$ cat src/rtl/asl_pkg.sv
// ----------------------------------------------------------------------------
// asl_pkg: shared types and constants of the assembler line lexer
// input and result item layouts, result kinds, token types and error codes
// ----------------------------------------------------------------------------
package asl_pkg;

  localparam int VALUE_BITS = 32;
  localparam int LINE_BITS  = 16;

  localparam logic [7:0] COMMENT_RESET = 8'h3B;  // ';'
  localparam logic [7:0] ASCII_MAX     = 8'd127;

  typedef enum logic [1:0] {
    KIND_CHAR  = 2'd0,
    KIND_END   = 2'd1,
    KIND_LINE  = 2'd2,
    KIND_ERROR = 2'd3
  } kind_t;

  typedef enum logic [1:0] {
    TT_KEYWORD = 2'd0,
    TT_NUMBER  = 2'd1,
    TT_STRING  = 2'd2,
    TT_DIVIDER = 2'd3
  } ttype_t;

  typedef enum logic [1:0] {
    ERR_NONE   = 2'd0,
    ERR_CHAR   = 2'd1,
    ERR_NUMBER = 2'd2,
    ERR_STRING = 2'd3
  } err_t;

  typedef struct packed {
    logic [7:0] char_in;
    logic       line_end;
  } in_t;

  typedef struct packed {
    kind_t                 kind;
    ttype_t                token_type;
    logic [7:0]            char_out;
    logic [VALUE_BITS-1:0] number_value;
    err_t                  error_code;
    logic [LINE_BITS-1:0]  line_no;
    logic                  line_nonempty;
    logic                  last;
  } out_t;

endpackage

$ cat src/rtl/assembler_line_lexer.sv
// ----------------------------------------------------------------------------
// assembler_line_lexer: character-serial lexer for assembly source lines
// splits lines into keyword, number, string and divider tokens, one byte per item
// ----------------------------------------------------------------------------
//
//  channel   | signals                               | direction | meaning
//  ----------+---------------------------------------+-----------+--------------------
//  char      | char_valid, char_stall, char_item     | in        | one byte or line end
//  tok       | tok_valid, tok_stall, tok_item        | out       | token chars / ends
//  comment   | comment_we, comment_wdata             | in        | comment character
//
//  an item is decoded in the cycle it is accepted; its zero to three results land
//  in a four-entry result queue and the first shows on tok the next cycle if none wait
//  one item per cycle while items give at most one result each and tok does not stall;
//  an item with several results holds the output until all are taken, the single port sets that pace
//  char_stall is high while two or more results wait in the queue
//  rst (synchronous) clears the lexer state, the queue and sets comment char to ';'
//  after an error result the block swallows every item until reset
//
module assembler_line_lexer (
  input  logic          clk,
  input  logic          rst,
  input  logic          comment_we,
  input  logic [7:0]    comment_wdata,
  input  logic          char_valid,
  output logic          char_stall,
  input  asl_pkg::in_t  char_item,
  output logic          tok_valid,
  input  logic          tok_stall,
  output asl_pkg::out_t tok_item
);
  import asl_pkg::*;

  localparam logic [VALUE_BITS-1:0] VALUE_MAX = '1;
  localparam logic [LINE_BITS-1:0]  LINE_MAX  = '1;

  // lexer state
  logic [7:0]            comment_char;
  logic                  in_string, in_string_next;
  logic [7:0]            quote_char, quote_char_next;
  ttype_t                cur_type, cur_type_next;
  logic                  token_open, token_open_next;
  logic                  hex_letter_seen, hex_letter_seen_next;
  logic                  suffix_seen, suffix_seen_next;
  logic                  last_was_suffix, last_was_suffix_next;
  logic [VALUE_BITS-1:0] dec_acc, dec_acc_next;
  logic                  dec_done, dec_done_next;
  logic [VALUE_BITS-1:0] hex_acc, hex_acc_next;
  logic                  hex_done, hex_done_next;
  logic                  in_comment, in_comment_next;
  logic                  line_had_token, line_had_token_next;
  logic [LINE_BITS-1:0]  line_count, line_count_next;
  logic                  halted, halted_next;

  // result queue, head at entry 0
  out_t       q [4];
  out_t       q_next [4];
  logic [2:0] cnt, cnt_next;

  // step signals
  logic       accept, pop;
  logic [7:0] c;
  logic       is_quote, is_comment, is_high, is_space, is_div;
  logic       is_alpha, is_dig, is_hl, is_h, is_upper;
  logic       closing, close_fail, close_ok;
  logic [VALUE_BITS-1:0] close_val;
  ttype_t     eff_type;
  logic       n_hls, n_sfx, n_lws, n_ddone, n_hdone;
  logic [VALUE_BITS-1:0] n_dacc, n_hacc;
  logic [3:0] hex_digit;
  logic [7:0] ch_out;
  out_t       res [3];
  logic [1:0] n;
  logic [2:0] cnt_base;
  logic [2:0] rel;

  function automatic out_t mk(kind_t k, ttype_t t, logic [7:0] ch,
                              logic [VALUE_BITS-1:0] v, err_t e, logic ne,
                              logic [LINE_BITS-1:0] ln);
    out_t r;
    r.kind          = k;
    r.token_type    = t;
    r.char_out      = ch;
    r.number_value  = v;
    r.error_code    = e;
    r.line_no       = ln;
    r.line_nonempty = ne;
    r.last          = 1'b0;
    return r;
  endfunction

  // acc * 10 + d, saturating
  function automatic logic [VALUE_BITS-1:0] sat_dec(logic [VALUE_BITS-1:0] acc,
                                                    logic [3:0] d);
    logic [VALUE_BITS+3:0] w;
    w = ({4'd0, acc} << 3) + ({4'd0, acc} << 1) + {{VALUE_BITS{1'b0}}, d};
    return (w[VALUE_BITS+3:VALUE_BITS] != 4'd0) ? VALUE_MAX : w[VALUE_BITS-1:0];
  endfunction

  // acc * 16 + d, saturating
  function automatic logic [VALUE_BITS-1:0] sat_hex(logic [VALUE_BITS-1:0] acc,
                                                    logic [3:0] d);
    return (acc[VALUE_BITS-1:VALUE_BITS-4] != 4'd0) ? VALUE_MAX
                                                    : {acc[VALUE_BITS-5:0], d};
  endfunction

  // handshakes: room for three new results whenever at most one waits
  assign char_stall = (cnt > 3'd1);
  assign accept     = char_valid && !char_stall;
  assign tok_valid  = (cnt != 3'd0);
  assign pop        = tok_valid && !tok_stall;
  assign tok_item   = q[0];

  // character classes
  assign c          = char_item.char_in;
  assign is_quote   = (c == 8'd39) || (c == 8'd34);
  assign is_comment = (c == comment_char);
  assign is_high    = (c > ASCII_MAX);
  assign is_space   = (c == 8'd32) || (c >= 8'd9 && c <= 8'd13);
  assign is_div     = (c >= 8'd33 && c <= 8'd47) || (c >= 8'd58 && c <= 8'd64) ||
                      (c >= 8'd91 && c <= 8'd96 && c != 8'd95) ||
                      (c >= 8'd123 && c <= 8'd126);
  assign is_upper   = (c >= 8'd65 && c <= 8'd90);
  assign is_alpha   = is_upper || (c >= 8'd97 && c <= 8'd122) || (c == 8'd95);
  assign is_dig     = (c >= 8'd48 && c <= 8'd57);
  assign is_hl      = (c >= 8'd97 && c <= 8'd102) || (c >= 8'd65 && c <= 8'd70);
  assign is_h       = (c == 8'd104) || (c == 8'd72);
  // letters a..f and A..F have their value as low three bits plus nine
  assign hex_digit  = is_dig ? c[3:0] : ({1'b0, c[2:0]} + 4'd9);

  // the open token is closed first by a line end, quote, comment char,
  // whitespace or divider
  assign closing = accept && !halted &&
                   (char_item.line_end ? !in_string
                    : (!in_comment && !in_string &&
                       (is_quote || is_comment || is_space || is_div)));
  assign close_fail = (cur_type == TT_NUMBER) && hex_letter_seen && !suffix_seen;
  assign close_val  = (cur_type == TT_NUMBER) ? (last_was_suffix ? hex_acc : dec_acc)
                                              : '0;
  assign eff_type   = token_open ? cur_type : (is_alpha ? TT_KEYWORD : TT_NUMBER);

  // one input item: state update and up to three results
  always_comb begin
    in_string_next       = in_string;
    quote_char_next      = quote_char;
    cur_type_next        = cur_type;
    token_open_next      = token_open;
    hex_letter_seen_next = hex_letter_seen;
    suffix_seen_next     = suffix_seen;
    last_was_suffix_next = last_was_suffix;
    dec_acc_next         = dec_acc;
    dec_done_next        = dec_done;
    hex_acc_next         = hex_acc;
    hex_done_next        = hex_done;
    in_comment_next      = in_comment;
    line_had_token_next  = line_had_token;
    line_count_next      = line_count;
    halted_next          = halted;
    for (int i = 0; i < 3; i++) res[i] = '0;
    n        = 2'd0;
    close_ok = 1'b1;
    // number scan starts fresh when this byte opens the token
    n_hls    = token_open && hex_letter_seen;
    n_sfx    = token_open && suffix_seen;
    n_lws    = token_open && last_was_suffix;
    n_ddone  = token_open && dec_done;
    n_hdone  = token_open && hex_done;
    n_dacc   = token_open ? dec_acc : '0;
    n_hacc   = token_open ? hex_acc : '0;
    ch_out   = (eff_type == TT_KEYWORD && is_upper) ? (c + 8'd32) : c;

    if (closing && token_open) begin
      if (close_fail) begin
        res[n] = mk(KIND_ERROR, TT_KEYWORD, 8'd0, '0, ERR_NUMBER, 1'b0, line_count);
        n = n + 2'd1;
        halted_next = 1'b1;
        close_ok = 1'b0;
      end else begin
        res[n] = mk(KIND_END, cur_type, 8'd0, close_val, ERR_NONE, 1'b0, line_count);
        n = n + 2'd1;
        token_open_next = 1'b0;
        line_had_token_next = 1'b1;
      end
    end

    if (accept && !halted && close_ok) begin
      if (char_item.line_end) begin
        if (in_string) begin
          res[n] = mk(KIND_ERROR, TT_KEYWORD, 8'd0, '0, ERR_STRING, 1'b0, line_count);
          n = n + 2'd1;
          halted_next = 1'b1;
        end else begin
          res[n] = mk(KIND_LINE, TT_KEYWORD, 8'd0, '0, ERR_NONE,
                      line_had_token_next, line_count);
          n = n + 2'd1;
          if (line_count != LINE_MAX) line_count_next = line_count + LINE_BITS'(1);
          in_comment_next     = 1'b0;
          line_had_token_next = 1'b0;
          token_open_next     = 1'b0;
          cur_type_next       = TT_KEYWORD;
        end
      end else if (in_comment) begin
        // rest of line dropped
      end else if (in_string) begin
        if (c == quote_char) begin
          res[n] = mk(KIND_END, TT_STRING, 8'd0, '0, ERR_NONE, 1'b0, line_count);
          n = n + 2'd1;
          in_string_next      = 1'b0;
          line_had_token_next = 1'b1;
        end else begin
          res[n] = mk(KIND_CHAR, TT_STRING, c, '0, ERR_NONE, 1'b0, line_count);
          n = n + 2'd1;
        end
      end else if (is_quote) begin
        in_string_next  = 1'b1;
        quote_char_next = c;
        cur_type_next   = TT_STRING;
      end else if (is_comment) begin
        in_comment_next = 1'b1;
      end else if (is_high) begin
        res[n] = mk(KIND_ERROR, TT_KEYWORD, 8'd0, '0, ERR_CHAR, 1'b0, line_count);
        n = n + 2'd1;
        halted_next = 1'b1;
      end else if (is_space) begin
        // token already closed
      end else if (is_div) begin
        cur_type_next = TT_DIVIDER;
        res[n] = mk(KIND_CHAR, TT_DIVIDER, c, '0, ERR_NONE, 1'b0, line_count);
        n = n + 2'd1;
        res[n] = mk(KIND_END, TT_DIVIDER, 8'd0, '0, ERR_NONE, 1'b0, line_count);
        n = n + 2'd1;
        line_had_token_next = 1'b1;
      end else if (!is_alpha && !is_dig) begin
        res[n] = mk(KIND_ERROR, TT_KEYWORD, 8'd0, '0, ERR_CHAR, 1'b0, line_count);
        n = n + 2'd1;
        halted_next = 1'b1;
      end else begin
        token_open_next = 1'b1;
        cur_type_next   = eff_type;
        if (eff_type == TT_NUMBER && is_h && n_sfx) begin
          // second suffix
          res[n] = mk(KIND_ERROR, TT_KEYWORD, 8'd0, '0, ERR_NUMBER, 1'b0, line_count);
          n = n + 2'd1;
          halted_next = 1'b1;
        end else begin
          if (eff_type == TT_NUMBER) begin
            if (!n_ddone) begin
              if (is_dig) n_dacc = sat_dec(n_dacc, c[3:0]);
              else n_ddone = 1'b1;
            end
            if (!n_hdone) begin
              if (is_dig || is_hl) n_hacc = sat_hex(n_hacc, hex_digit);
              else n_hdone = 1'b1;
            end
            if (is_hl) begin
              n_hls = 1'b1;
              n_lws = 1'b0;
            end else if (is_h) begin
              n_sfx = 1'b1;
              n_lws = 1'b1;
            end else begin
              n_lws = 1'b0;
            end
            hex_letter_seen_next = n_hls;
            suffix_seen_next     = n_sfx;
            last_was_suffix_next = n_lws;
            dec_acc_next         = n_dacc;
            dec_done_next        = n_ddone;
            hex_acc_next         = n_hacc;
            hex_done_next        = n_hdone;
          end
          res[n] = mk(KIND_CHAR, eff_type, ch_out, '0, ERR_NONE, 1'b0, line_count);
          n = n + 2'd1;
        end
      end
    end

    // the final result of an item carries the last mark
    if (accept && !halted && (closing || n != 2'd0)) begin
      if (n != 2'd0) res[n - 2'd1].last = 1'b1;
    end
  end

  // result queue: drop the head on a pop, append the new results behind
  always_comb begin
    cnt_base = cnt - {2'd0, pop};
    for (int i = 0; i < 3; i++) q_next[i] = pop ? q[i+1] : q[i];
    q_next[3] = q[3];
    for (int i = 0; i < 4; i++) begin
      rel = 3'(i) - cnt_base;
      if (3'(i) >= cnt_base && rel < {1'b0, n}) q_next[i] = res[rel[1:0]];
    end
    cnt_next = cnt_base + {1'b0, n};
  end

  always_ff @(posedge clk) begin
    for (int i = 0; i < 4; i++) q[i] <= q_next[i];
    if (rst) begin
      cnt             <= 3'd0;
      comment_char    <= COMMENT_RESET;
      in_string       <= 1'b0;
      quote_char      <= 8'd0;
      cur_type        <= TT_KEYWORD;
      token_open      <= 1'b0;
      hex_letter_seen <= 1'b0;
      suffix_seen     <= 1'b0;
      last_was_suffix <= 1'b0;
      dec_acc         <= '0;
      dec_done        <= 1'b0;
      hex_acc         <= '0;
      hex_done        <= 1'b0;
      in_comment      <= 1'b0;
      line_had_token  <= 1'b0;
      line_count      <= {{(LINE_BITS-1){1'b0}}, 1'b1};
      halted          <= 1'b0;
    end else begin
      cnt             <= cnt_next;
      if (comment_we) comment_char <= comment_wdata;
      in_string       <= in_string_next;
      quote_char      <= quote_char_next;
      cur_type        <= cur_type_next;
      token_open      <= token_open_next;
      hex_letter_seen <= hex_letter_seen_next;
      suffix_seen     <= suffix_seen_next;
      last_was_suffix <= last_was_suffix_next;
      dec_acc         <= dec_acc_next;
      dec_done        <= dec_done_next;
      hex_acc         <= hex_acc_next;
      hex_done        <= hex_done_next;
      in_comment      <= in_comment_next;
      line_had_token  <= line_had_token_next;
      line_count      <= line_count_next;
      halted          <= halted_next;
    end
  end

  // an error is always the newest result in the queue
  a_error_tail: assert property (@(posedge clk) disable iff (rst)
    (tok_valid && tok_item.kind == KIND_ERROR) |-> (cnt == 3'd1))
    else $error("result queued behind an error");

  // an error result closes its item
  a_error_last: assert property (@(posedge clk) disable iff (rst)
    (tok_valid && tok_item.kind == KIND_ERROR) |-> tok_item.last)
    else $error("error result without last mark");

  // once halted, no new results enter the queue
  a_halt_quiet: assert property (@(posedge clk) disable iff (rst)
    halted |=> (cnt <= $past(cnt)))
    else $error("results produced while halted");

  // the line flag only rides on line end results
  a_nonempty: assert property (@(posedge clk) disable iff (rst)
    (tok_valid && tok_item.kind != KIND_LINE) |-> !tok_item.line_nonempty)
    else $error("line_nonempty set outside a line end");

endmodule
$ cat config.mk
export PLATFORM = sky130hd
export DESIGN_NAME = assembler_line_lexer
export DESIGN_NICKNAME = d
export VERILOG_FILES = /design/src/rtl/asl_pkg.sv /design/src/rtl/assembler_line_lexer.sv
export SDC_FILE = /design/constraint.sdc
export NUM_CORES = 1
export LEC_CHECK = 0
export BUFFER_PORTS_ARGS = -buffer_cell sky130_fd_sc_hd__buf_2
export CORE_ASPECT_RATIO = 1.5
export CORE_MARGIN = 4
export CORE_UTILIZATION = 45
export CTS_CLUSTER_SIZE = 25
export DETAILED_ROUTE_END_ITERATION = 6
export GPL_ROUTABILITY_DRIVEN = 0
export SKIP_LAST_GASP = 1
export SYNTH_ARGS = -nofsm -noshare
export SYNTH_HDL_FRONTEND = slang
export SYNTH_SLANG_ARGS = --single-unit
$ cat constraint.sdc
create_clock -name clk -period 10.43 [get_ports clk]
set_input_delay 1.5645 -clock clk [delete_from_list [all_inputs] [get_ports clk]]
set_output_delay 1.5645 -clock clk [all_outputs]
set_load 0.05 [all_outputs]
==> impl_metrics.tcl, run 1 <==
set metrics [dict create \
    worst_pin_slew_ns 1.12 \
    ctsHoldBuffers 0 \
    clkTransAtPathRegs_ns 0.06 \
    core-area_um2 43900 \
    crit_fanout 48 \
    critPathBufInv 5 \
    netlist_area_um2 20000 \
    yosysUniqueCellTypes 97 \
    antenna_found_initial 1 \
    vdd_drop_max_mv 0.273 \
    die_area_um2 48000 \
    path_class "in -> reg" \
    min-delay-start "quote_char[3]" \
    ios 88 \
    hold_viol_final 0 \
    syn_area_per_cell_um2 10.0 \
    drtIter0Drc 1111 \
    worst_r2r_path_depth 17 \
    fmax_mhz 134 \
    synthArstFlopShare 0 \
    port-buffer-count 87 \
    rows 94 \
    n_antenna_cell 0 \
    seq_area_frac_synth 0.495 \
    dp_hpwl_mm 38.6 \
    cts_buffer_depth 3 \
    vias 15600 \
    nets 2131 \
    hold_end "quote_char[3]" \
    wl_per_cell_um 20.9 \
    postCtsSetupBuffers 0 \
    crit_path_start_kind "input pin" \
    vias_per_cell 5.95 \
    drcViolationCount 0 \
    finalCoreUtilization 0.500 \
    period_minus_slack_ns 7.45 \
    cap_violations 0 \
    synth_nets 2109 \
    status "finished, final reports clean" \
    cts_buffers 35 \
    power.density_nw_per_um2 343 \
    firstDrtPassIters 6 \
    mostFrequentLayoutCells "256 x edfxtp_1, 238 x nand2_1, 201 x nor2_1, 161 x o21ai_0, 109 x dfxtp_1" \
    grt_pass1_vias 15600 \
    rsz0062_at_grt "no" \
    drive_above_1_share 0.115 \
    yosys_warnings 0 \
    required_ns 10.80 \
    slew_violations 0 \
    cts_tree "yes" \
    r2r_start "cnt[1]" \
    timing.critical_path.arrival_ns 7.81 \
    grt_max_degree 76 \
    crit_slowest_cell "or4_2" \
    startpoint "char_item[2]" \
    postCtsResizedCells 0 \
    post-route-period-util 0.714 \
    setup_viol 0 \
    crit_chain "buf_2 > inv_1 > ha_1 > xnor2_1 > nor2_1 > o21ai_1 > nor2_1 > a21oi_2 > o21a_1 > inv_2 > ha_1 > o22ai_1 > a21oi_1 > or3_1 > ha_1 > nor2b_1 > or4_2 > buf_4 > nor2_1 > nand3_1 > buf_4 > o21ai_0" \
    min_path_type "reg -> reg" \
    clock-sinks 367 \
    syn-instance-count 1995 \
    slowest_delay_ns 0.89 \
    relSlewSlack 0.253 \
    synth_seq_cells 367 \
    hold_depth 1 \
    insertion_delay_ns 0.54 \
    power.leakage_nw 8.17 \
    htree_levels 2 \
    crit_family "simple AND/OR/NAND/NOR gates" \
    reg2reg_to "q[0][39]" \
    end_kind "register" \
    wl_mm 54.8 \
    grt_pass1_wl_mm 86.5 \
    detail-route-antenna-nets 0 \
    timing.setup.tns_ns 0 \
    cts_root_buffer "clkbuf_16" \
    grt.overflow.total 0 \
    die_width_um 180 \
    regToRegSetupSlack_ns 3.98 \
    layout_commonest_cell "edfxtp_1" \
    fill_cells 4063 \
    die_h_um 266 \
    synthFlopType "edfxtp_1" \
    clock_skew_ns 0.0130 \
    gr-usage-all-layers 0.222 \
    synth_edf_count 256 \
    syn2layout_area_growth_pct 9.56 \
    start_util 0.456 \
]
## per-layer routing
| metal | GRT usage | vias to the layer above | part of all wire |
|---|---|---|---|
| li1 | - | 7402 | - |
| met1 | 0.262 | 7581 | 0.40 |
| met2 | 0.407 | 459 | 0.51 |
| met3 | 0.0275 | 136 | 0.042 |
| met4 | 0.0963 | 0 | 0.043 |
| met5 | 0 | - | 0 |
## state kept, by name, summed over array words and instances (netlist names)
register,flops
comment_char,8
last_was_suffix,1
cnt,3
dec_done,1
halted,1
cur_type,2
quote_char,8
dec_acc,32
hex_done,1
token_open,1
in_string,1
q,256
in_comment,1
hex_acc,32
hex_letter_seen,1
line_count,16
suffix_seen,1
line_had_token,1
## where the power goes
part / switching (mW) / total, mW / internal [mW]
Combinational: 2.51 / 3.38 / 0.867
Clock: 0.552 / 1.25 / 0.701
Sequential: 0.173 / 2.89 / 2.72
## worst max path at each step
stage,end,slack (ns),depth (start not counted)
2_1_floorplan,q[3][0],1.08,17
3_3_place_gp,q[0][42],2.71,22
3_5_place_dp,q[0][24],2.51,22
4_1_cts,q[0][33],3.07,22
5_1_grt,q[0][39],2.62,22
6_report,q[0][39],2.98,22
## final cells by class
type | count | area [um^2] | share of cell area
clock buffers | 52 | 1010 | 0.0462
well taps | 576 | 721 | 0.0329
clock inverters | 12 | 93.8 | 0.00428
repair buffers | 111 | 618 | 0.0282
multi-input cells | 1472 | 9450 | 0.431
flip-flops and latches | 367 | 9910 | 0.452
inverters | 30 | 113 | 0.00514
## Yosys cell counts (all sizes together) (8+ instances only)
cell type | number | area (um^2)
nand2 | 243 | 915
nor2 | 204 | 778
o31ai | 9 | 67.6
nor3 | 45 | 240
a31oi | 14 | 87.6
o211ai | 12 | 90.1
dfxtp | 111 | 2220
a211oi | 53 | 420
inv | 30 | 113
nor4 | 18 | 119
a22o | 56 | 490
a21oi | 105 | 544
xnor2 | 25 | 219
o21a | 14 | 105
o221ai | 8 | 70.1
buf | 41 | 233
nand2b | 10 | 62.6
xor2 | 37 | 324
or3 | 20 | 130
ha | 89 | 1110
clkbuf | 85 | 319
o21ai | 168 | 856
nand4 | 20 | 153
nor2b | 14 | 87.6
nand3 | 34 | 175
and2 | 60 | 375
a21o | 27 | 203
mux2 | 24 | 274
edfxtp | 256 | 7690
mux2i | 45 | 450
a211o | 12 | 105
## per-stage QoR
stage	power [mW]	hold WS [ns]	worst slack, ns	std cells	cell area [um^2]
after CTS	7.60	0.482	3.07	2620	21900
after detailed placement	6.33	0.466	2.51	2556	20800
final	7.53	0.476	2.98	2620	21900
after global routing	7.99	0.489	2.62	2620	21900
after global placement	6.23	0.467	2.71	2556	20800
after floorplan	5.37	0.440	1.08	1995	20000
## cell families (layout without fill, tap and decap cells)
family                   count (synthesis)  count (layout)  synth area share
AND/OR/NAND/NOR                        705             705             0.168
flip-flops                             367             367             0.495
adder cells (fa/ha/maj)                 92              92            0.0587
XOR/XNOR                                62              62            0.0271
buffers and inverters                  156             205            0.0332
AO/OA/AOI/OAI                          544             544             0.181
multiplexers                            69              69            0.0362
## worst reg2reg max path, delay by kind of cell (launching register included)
kind,cells,cell delay (ns)
AND/OR/NAND/NOR,6,2.52
AO/OA/AOI/OAI,1,0.22
flip-flops,1,0.33
adder cells (fa/ha/maj),4,1.91
buffers and inverters,6,1.30
(Power assumes the default switching activity.)
==> run 2, diff against run 1 <==
Settings changed: ABC_AREA set to 1.
Clock period 10.43 ns to 6.3 ns, I/O delays scaled along.
==> impl_metrics.tcl, run 2 <==
set metrics [dict create \
    end_kind "register" \
    wl_mm 69.4 \
    synth_seq_cells 367 \
    vdd_drop_max_mv 0.502 \
    multiInputGateArea_um2 10600 \
    gr-usage-all-layers 0.254 \
    status "finished, final reports clean" \
    critPathBufInv 8 \
    firstDrtPassIters 6 \
    insertion_delay_ns 0.54 \
    drtIter0Drc 1901 \
    synth_common_cells "799 x nand2_1, 336 x o21ai_0, 256 x edfxtp_1" \
    fill_cells 4769 \
    setup_viol 0 \
    whs_ns 0.466 \
    yosysUniqueCellTypes 56 \
    synth_edf_count 256 \
    cts_tree "yes" \
    yosys_warnings 0 \
    area.sequential_um2 9910 \
    netlist.area_leader.share 0.348 \
    n_antenna_cell 0 \
    die_area_um2 52800 \
    power.leakage_nw 10.1 \
    antenna_found_initial 3 \
    drcViolationCount 0 \
    pwr-share-clk 0.187 \
    core-area_um2 48600 \
    timing.setup.tns_ns 0 \
    post-place-ws_ns 0.350 \
    cts_buffer_depth 3 \
    ios 88 \
    fmax_mhz 183 \
    rows 99 \
    p_int_mw 6.89 \
    syn-instance-count 2844 \
    post-route-period-util 0.867 \
    stdcell_count 3547 \
    reg.largest.list "q: 256 flops, dec_acc: 32 flops, hex_acc: 32 flops" \
    seqPwrFrac 0.362 \
    synth_nets 2958 \
    use_met3 0.0287 \
    worst_pin_slew_ns 1.17 \
    layout_commonest_cell "nand2_1" \
    crit_slowest_cell "a2111oi_0" \
    syn_area_per_cell_um2 7.77 \
    dp_hpwl_mm 49.0 \
    grt_use_met2 0.460 \
    detail-route-antenna-nets 0 \
    postCtsResizedCells 0 \
    placed_cells 3481 \
    clock_skew_ns 0.0146 \
    clkTransAtPathRegs_ns 0.06 \
    synthArstFlopShare 0 \
    use_met1 0.315 \
    relSlewSlack 0.217 \
    htree_levels 2 \
    seq_area_frac_synth 0.449 \
    grt_pass1_wl_mm 109 \
    vias 20200 \
    die_h_um 279 \
    clock-sinks 367 \
    min_path_type "reg -> reg" \
    ctsHoldBuffers 0 \
    fin_ws_ns 0.838 \
    power.density_nw_per_um2 506 \
    wl_per_cell_um 19.6 \
    grt_max_degree 103 \
    required_ns 6.66 \
    postCtsSetupBuffers 0 \
    busiest_layer "met2" \
    yosysMostFrequentCell "nand2_1" \
    comb_power_share 0.451 \
    syn2layout_area_growth_pct 10.8 \
    slew_violations 0 \
    nets 2978 \
    cap_violations 0 \
    largest_reg_flops 256 \
    drive_above_1_share 0.0847 \
    crit_family "compound AO/OA/AOI/OAI gates" \
    grt.overflow.total 0 \
    mostFrequentLayoutCells "796 x nand2_1, 336 x o21ai_0, 256 x edfxtp_1, 220 x inv_1, 199 x nor2_1" \
    start_util 0.455 \
    cts_root_buffer "clkbuf_16" \
    cts_buffers 37 \
    top_register "q" \
    grt_pass1_vias 19500 \
    vias_per_cell 5.71 \
    rsz0062_at_grt "no" \
    slowest_delay_ns 0.45 \
    period_minus_slack_ns 5.46 \
    switching_share 0.444 \
    net-switching-power_mw 5.49 \
    die_width_um 189 \
    crit_path_start_kind "input pin" \
    hold_viol_final 0 \
    path_class "in -> reg" \
    yosysTopAreaCell "edfxtp_1" \
    finalCoreUtilization 0.504 \
    crit_fanout 29 \
    port-buffer-count 87 \
    netlist_area_um2 22100 \
    synthFlopType "edfxtp_1" \
    timing.critical_path.arrival_ns 5.82 \
    synth_area_leaders "edfxtp_1 35%, nand2_1 14%, dfxtp_1 10%" \
]
==> run 2: logic make-up (layout without fill, tap and decap cells) <==
| logic type | Yosys count | after routing | synth area share |
|---|---|---|---|
| AO/OA/AOI/OAI | 689 | 689 | 0.174 |
| XOR/XNOR | 36 | 36 | 0.0143 |
| adder cells (fa/ha/maj) | 92 | 92 | 0.0531 |
| buffers and inverters | 405 | 452 | 0.0734 |
| flip-flops | 367 | 367 | 0.449 |
| AND/OR/NAND/NOR | 1255 | 1255 | 0.236 |
==> run 2: power groups by stage <==
stage               Sequential (mW)  Combinational [mW]  Clock (mW)
floorplan                      5.30                2.91           0
global placement               4.51                5.46           0
detailed placement             4.53                5.56           0
CTS                            4.48                5.58        2.37
global route                   4.55                6.09        2.45
finish                         4.48                5.58        2.32
==> run 2: cell type report <==
| type | count | area share |
|---|---|---|
| Multi-Input combinational cell | 2072 | 0.433 |
| Sequential cell | 367 | 0.405 |
| Clock buffer | 44 | 0.0406 |
| Timing Repair Buffer | 145 | 0.0397 |
| Inverter | 241 | 0.0371 |
| Tap cell | 656 | 0.0335 |
| Clock inverter | 22 | 0.0108 |
==> run 2: worst min-delay path, delay by kind of cell (launching register included) <==
family	cells	cell delay (ns)
AO/OA/AOI/OAI	1	0.06
buffers and inverters	1	0.06
flip-flops	1	0.31
==> run 2: per-layer routing <==
layer,wire (um),vias to the layer above
met3,3820,171
met5,0,-
li1,-,9764
met2,35200,755
met1,27800,9547
met4,2510,0
==> run 2: path summary, 6_finish.rpt <==
kind | to | cells after the start | slack [ns] | from
setup reg to reg | dec_acc[4] | 19 | 1.37 | token_open
setup / recovery | q[0][46] | 27 | 0.84 | char_item[1]
hold / removal | hex_acc[22] | 2 | 0.47 | hex_acc[22]
hold reg to reg | hex_acc[22] | 2 | 0.47 | hex_acc[22]
==> run 2: metrics by stage <==
stage | instance area [um^2] | power (mW)
3_5_place_dp | 23200 | 10.1
2_1_floorplan | 22100 | 8.21
6_report | 24500 | 12.4
3_3_place_gp | 23200 | 9.97
5_1_grt | 24500 | 13.1
4_1_cts | 24500 | 12.4
